$ cat src/rtl/core/swm_pkg.sv
// shared constants and the control type of the sliding window max block
// no dependencies
`default_nettype none

package swm_pkg;

  localparam int unsigned MAX_WINDOW_DEF   = 64;
  localparam int unsigned SAMPLE_WIDTH_DEF = 32;
  localparam int unsigned CFG_WIDTH        = 7;

  typedef struct packed {
    logic valid;
    logic has_result;
  } swm_ctl_t;

endpackage

`default_nettype wire

$ cat src/rtl/core/swm_cell.sv
// one cell of the sample row: holds a sample of a fixed age and its live flag
// uses swm_pkg for parameter defaults
`default_nettype none

module swm_cell #(
  parameter int unsigned SAMPLE_WIDTH = swm_pkg::SAMPLE_WIDTH_DEF,
  parameter int unsigned WIN_WIDTH    = swm_pkg::CFG_WIDTH,
  parameter int unsigned INDEX        = 0
) (
  input  logic                           clk_i,
  input  logic                           rst_ni,
  input  logic                           shift_i,
  input  logic                           start_i,
  input  logic        [WIN_WIDTH-1:0]    win_i,
  input  logic signed [SAMPLE_WIDTH-1:0] sample_i,
  input  logic signed [SAMPLE_WIDTH-1:0] prev_value_i,
  input  logic                           prev_alive_i,
  output logic signed [SAMPLE_WIDTH-1:0] value_o,
  output logic                           alive_o
);

  localparam logic IS_HEAD = (INDEX == 0);

  logic signed [SAMPLE_WIDTH-1:0] value_q;
  logic                           alive_q, alive_d;
  logic                           age_ok, smaller;

  always_comb begin
    age_ok  = WIN_WIDTH'(INDEX) < win_i;
    smaller = prev_value_i < sample_i;
    alive_q_next: begin
      alive_d = prev_alive_i & (IS_HEAD | (~start_i & age_ok & ~smaller));
    end
  end

  always_ff @(posedge clk_i or negedge rst_ni) begin
    if (!rst_ni) begin
      alive_q <= 1'b0;
    end else if (shift_i) begin
      alive_q <= alive_d;
    end
  end

  always_ff @(posedge clk_i) begin
    if (shift_i) begin
      value_q <= prev_value_i;
    end
  end

  assign value_o = value_q;
  assign alive_o = alive_q;

endmodule

`default_nettype wire

$ cat config.mk
export PLATFORM = sky130hd
export DESIGN_NAME = swm_cell
export DESIGN_NICKNAME = d
export VERILOG_FILES = /design/src/rtl/core/swm_pkg.sv /design/src/rtl/core/swm_cell.sv
export SDC_FILE = /design/constraint.sdc
export NUM_CORES = 1
export LEC_CHECK = 0
export ABC_AREA = 1
export BUFFER_PORTS_ARGS = -buffer_cell sky130_fd_sc_hd__buf_4
export CORE_ASPECT_RATIO = 1.25
export CORE_MARGIN = 1.5
export CORE_UTILIZATION = 31
export CTS_BUF_LIST = sky130_fd_sc_hd__clkbuf_4
export CTS_CLUSTER_DIAMETER = 80
export CTS_CLUSTER_SIZE = 28
export DETAILED_ROUTE_END_ITERATION = 12
export PLACE_DENSITY = 0.78
export SYNTH_ARGS = -nofsm -noshare
export SYNTH_HDL_FRONTEND = slang
export SYNTH_SLANG_ARGS = --single-unit
$ cat constraint.sdc
create_clock -name clk_i -period 0.8 [get_ports clk_i]
set_clock_uncertainty 0.05 [all_clocks]
set_input_delay 0.08 -clock clk_i [delete_from_list [all_inputs] [get_ports clk_i]]
set_output_delay 0.08 -clock clk_i [all_outputs]
set_load 0.01 [all_outputs]
==> results_dict.tcl, run 1 <==
set metrics [dict create \
    clk_pin_slew_ps 90 \
    die_h_um 66.5 \
    violations "setup timing" \
    p_total_w 0.00372 \
    clk_path_buf_depth 2 \
    hp-class "input port to register" \
    rr_startpoint "alive_o" \
    syn_area_per_cell_um2 27.1 \
    path_class "register to output port" \
    grt_start_max_net_pins 19 \
    drive_above_1_share 0.520 \
    cts_tree "done" \
    routed_wl_um 2680 \
    fin_crit_ps 997 \
    cp_top_family "flip-flops" \
    n_antenna_cell 0 \
    place_congestion 0.651 \
    crit_required_ps 670 \
    worst_setup_path_start_kind "register" \
    cp.buffers_inverters 1 \
    gr-usage-met1 0.135 \
    clk_latency_ps 320 \
    critPathCaptureType "output port" \
    initial_core_util 0.334 \
    status "finished with violations" \
    mostFrequentLayoutCells "38 x buf_4, 35 x dlygate4sd3_1, 32 x edfxtp_1" \
    power_density_nw_per_um2 1750 \
    die-area_um2 3580 \
    fillCellCount 211 \
    dpl_cell_area_um2 1600 \
    max_cap_violations 0 \
    avgViaCountPerCell 4.31 \
    final_area_um2 2120 \
    slew_headroom 0.932 \
    port_buffers 68 \
    hold_viol_final 0 \
    antenna_found_initial 0 \
    gr-usage-met2 0.332 \
    syn_inst 37 \
    cpPeakStageDelay_ps 410 \
    use_met3 0.0493 \
    rows 22 \
    ff2ff_path_depth 2 \
    avgRoutedWirePerCell_um 14.4 \
    regToRegEndpoint "alive_o" \
    period_share 1.25 \
    path_max_fanout 1 \
    io_pins 109 \
    crit_chain "buf_6" \
    seq_area_um2 986 \
    synth_area_um2 1000 \
    timing.final.ws_setup_ps -197 \
    drc 0 \
    cts_buffers 5 \
    drt_pass1_iterations 3 \
    nets 225 \
    grt_pass1_vias 865 \
    coreArea_um2 3000 \
    worstMarginPinSlew_ps 101 \
    slew_violations 0 \
    numClockSinks 33 \
    hp-start "shift_i" \
    grt_pass1_wl_um 3950 \
    peakVddDrop_mv 1.38 \
    syn-num-nets 113 \
    route.vias.total 801 \
    holdPathStages 2 \
    rsz0062_at_grt "yes" \
    yosysWarnings 0 \
    ant_nets 0 \
    cp_slowest_cell "edfxtp_1" \
    max_freq_mhz 1000 \
    rrSetupSlack_ps 100 \
    multi_input_area_um2 11.3 \
    synth_cell_types 4 \
    cts-root-buf "clkbuf_4" \
    grtUsageTotal 0.166 \
    h-tree-depth 2 \
    drtIter0Drc 8 \
    leakagePower_nw 0.905 \
    area_delta_synth_final_pct 112 \
    final_common_cell "buf_4" \
    synth_seq_cells 33 \
    post-route-util 0.706 \
    globalRouteOverflowTotal 0 \
    arrival_ps 870 \
    crit_start "value_o[3]" \
    ys_seq_area_frac 0.985 \
    die_w_um 53.8 \
    min_to "value_o[9]" \
    busiest_layer "met2" \
    setup_viol 33 \
]
==> routing by layer <==
metal | part of all wire | vias up
li1 | - | 370
met1 | 0.28 | 381
met2 | 0.64 | 41
met3 | 0.057 | 9
met4 | 0.030 | 0
met5 | 0 | -
==> registers in the layout, indices dropped and copies added (netlist names) <==
name,count
value_o,32
alive_o,1
==> through the flow <==
step / cells / hold slack [ps] / TNS (ps) / worst slack (ps)
after CTS: 186 / 88.1 / -6250 / -220
after global placement: 143 / -194 / 0 / 104
after global routing: 186 / 93.3 / -7280 / -243
after detailed placement: 143 / -192 / 0 / 94.9
after floorplan: 37 / -266 / 0 / 135
final: 186 / 103 / -5660 / -197
==> report_power, final <==
part           leakage [nW]  switching (W)  internal, W
combinational         0.543       0.000213     0.000462
sequential            0.325      0.0000610      0.00205
clock                0.0368       0.000481     0.000452
total                 0.905       0.000755      0.00296
==> logic make-up after synthesis <==
family,synth area share
flops,0.985
simple gates,0.0112
buf+inv,0.00375
==> layout make-up <==
cell class | instances | share of cell area
well taps | 36 | 0.0213
flip-flops and latches | 33 | 0.465
inverters | 1 | 0.00177
multi-input cells | 3 | 0.00531
repair buffers | 105 | 0.478
clock buffers | 8 | 0.0283
==> synthesized netlist by cell type <==
master | number | area, um^2
dfrtp_1 | 1 | 25.0
edfxtp_1 | 32 | 961
inv_1 | 1 | 3.75
nand2_1 | 3 | 11.3
==> timing repair <==
action / CTS / global route
hold endpoints to repair: 34 / 0
pin swaps: 0 / 0
hold buffers: 35 / 0
endpoints found under the setup margin: 33 / 33
setup buffers: 0 / 0
gates resized for setup: 13 / 17
==> how the worst max path moves through the flow <==
stage,slack (ps),depth (start not counted),end
global placement,100,2,value_o[14]
CTS,-220,1,value_o[3]
detailed placement,90,2,value_o[17]
finish,-200,1,value_o[3]
floorplan,130,2,alive_o
global route,-240,1,value_o[30]
No activity file was read; power rests on OpenSTA's default activity.
==> run 2: changes to the inputs <==
- CORE_MARGIN: 1.5 -> 2
- PLACE_DENSITY: 0.78 -> 0.72
- SETUP_SLACK_MARGIN: unset -> 0.05
==> run 2 against run 1 <==
Power is 0.17% lower. The flow still finishes with violations (setup timing). Die area grew 3.4%. Register-to-register slack worse by 90 ps. Sequential share of layout area up 0.11 points. Highest routed layer unchanged. Hold slack got worse by 77 ps. Largest cell class unchanged. Final cell count increased by 0.54%. Cell area shrank 0.24%. Setup slack gained 13 ps.
==> results_dict.tcl, run 2 (synthesized netlist as in run 1, its figures left out) <==
set metrics [dict create \
    status "finished with violations" \
    violations "setup timing" \
    setup_viol 33 \
    drc 0 \
    globalRouteOverflowTotal 0 \
    h-tree-depth 2 \
    route.vias.total 760 \
    crit_chain "buf_6" \
    grt_pass1_vias 788 \
    arrival_ps 850 \
    path_max_fanout 1 \
    final_common_cell "buf_4" \
    initial_core_util 0.319 \
    port_buffers 68 \
    rows 23 \
    avgViaCountPerCell 4.06 \
    avgRoutedWirePerCell_um 13.0 \
    largest_register_ffs 32 \
    cp_top_family "flip-flops" \
    ff2ff_path_depth 3 \
    ant_nets 0 \
    cts_buffers 5 \
    numClockSinks 33 \
    grtUsageTotal 0.142 \
    die-area_um2 3700 \
    leakagePower_nw 0.905 \
    place_congestion 0.617 \
    hold_viol_final 0 \
    io_pins 109 \
    crit_cells 1 \
    n_antenna_cell 0 \
    antenna_found_initial 0 \
    clk_pin_slew_ps 90 \
    die_h_um 67.5 \
    peakVddDrop_mv 1.23 \
    timing.final.ws_setup_ps -183 \
    drive_above_1_share 0.527 \
    critPathCaptureType "output port" \
    slew_headroom 0.937 \
    power_density_nw_per_um2 1750 \
    period_share 1.23 \
    regToRegEndpoint "alive_o" \
    worstMarginPinSlew_ps 93.8 \
    p_total_w 0.00371 \
    mostFrequentLayoutCells "40 x buf_4, 34 x dlygate4sd3_1, 32 x edfxtp_1" \
    cts_tree "done" \
    clk_path_buf_depth 2 \
    cpPeakStageDelay_ps 400 \
    drtIter0Drc 18 \
    clk_latency_ps 310 \
    slew_violations 0 \
    fin_crit_ps 983 \
    die_w_um 54.8 \
    grt_start_max_net_pins 18 \
    grt_pass1_wl_um 3480 \
    worst_setup_path_start_kind "register" \
    crit_start "value_o[30]" \
    drt_pass1_iterations 3 \
    crit_required_ps 670 \
    setup_tns_ps -5360 \
    routed_wl_um 2420 \
    max_cap_violations 0 \
    rr_startpoint "alive_o" \
    cp_slowest_cell "edfxtp_1" \
    cts-root-buf "clkbuf_4" \
    nets 225 \
    rsz0062_at_grt "yes" \
    max_freq_mhz 1020 \
    post-route-util 0.674 \
    critPathCapture "value_o[30]" \
    cp.buffers_inverters 1 \
    area_delta_synth_final_pct 111 \
    rrSetupSlack_ps 10 \
    path_class "register to output port" \
    coreArea_um2 3140 \
    hp-class "input port to asynchronous set/reset pin" \
]
-- run 2: worst min-delay path by stage --
stage                        from     endpoint  slack [ps]
after global routing       rst_ni      alive_o           5
after CTS                 shift_i  value_o[28]         100
after detailed placement   rst_ni      alive_o        -190
after global placement     rst_ni      alive_o        -190
final                      rst_ni      alive_o          30
after floorplan            rst_ni      alive_o        -270
-- run 2: layout make-up --
type	count	area (um^2)
clock buffer	8	60.1
fill	225	1020
multi-input combinational	3	11.3
sequential	33	986
timing repair buffer	105	1010
tap	37	46.3
inverter	1	3.75
-- run 2: layer usage --
| layer | up-vias | GRT usage | share of wire | wire, um |
|---|---|---|---|---|
| met2 | 34 | 0.253 | 0.60 | 1470 |
| met5 | - | 0 | 0 | 0 |
| li1 | 369 | - | - | - |
| met3 | 4 | 0.0332 | 0.046 | 112 |
| met1 | 353 | 0.145 | 0.33 | 806 |
| met4 | 0 | 0.0844 | 0.015 | 37 |
-- run 2: per-stage QoR --
stage	worst slack, ps	cells	hold WS (ps)	instance area [um^2]
5_1_grt	-252	187	4.70	2110
3_5_place_dp	97.9	144	-193	1600
2_1_floorplan	135	37	-266	1000
6_report	-183	187	25.6	2110
3_3_place_gp	108	144	-194	1600
4_1_cts	-216	187	96.2	2060
-- run 2: report_power, final --
group / total (W) / internal [W] / switching [W]
logic: 0.000672 / 0.000461 / 0.000211
registers: 0.00210 / 0.00205 / 0.0000568
clock network: 0.000934 / 0.000452 / 0.000482
total: 0.00371 / 0.00296 / 0.000749
-- run 2: timing repair --
action,4_1_cts,5_1_grt
pin swaps,0,0
endpoints found under the setup margin,33,34
hold endpoints to repair,34,0
resized for setup,14,15
buffers inserted,0,1
hold buffers,35,0
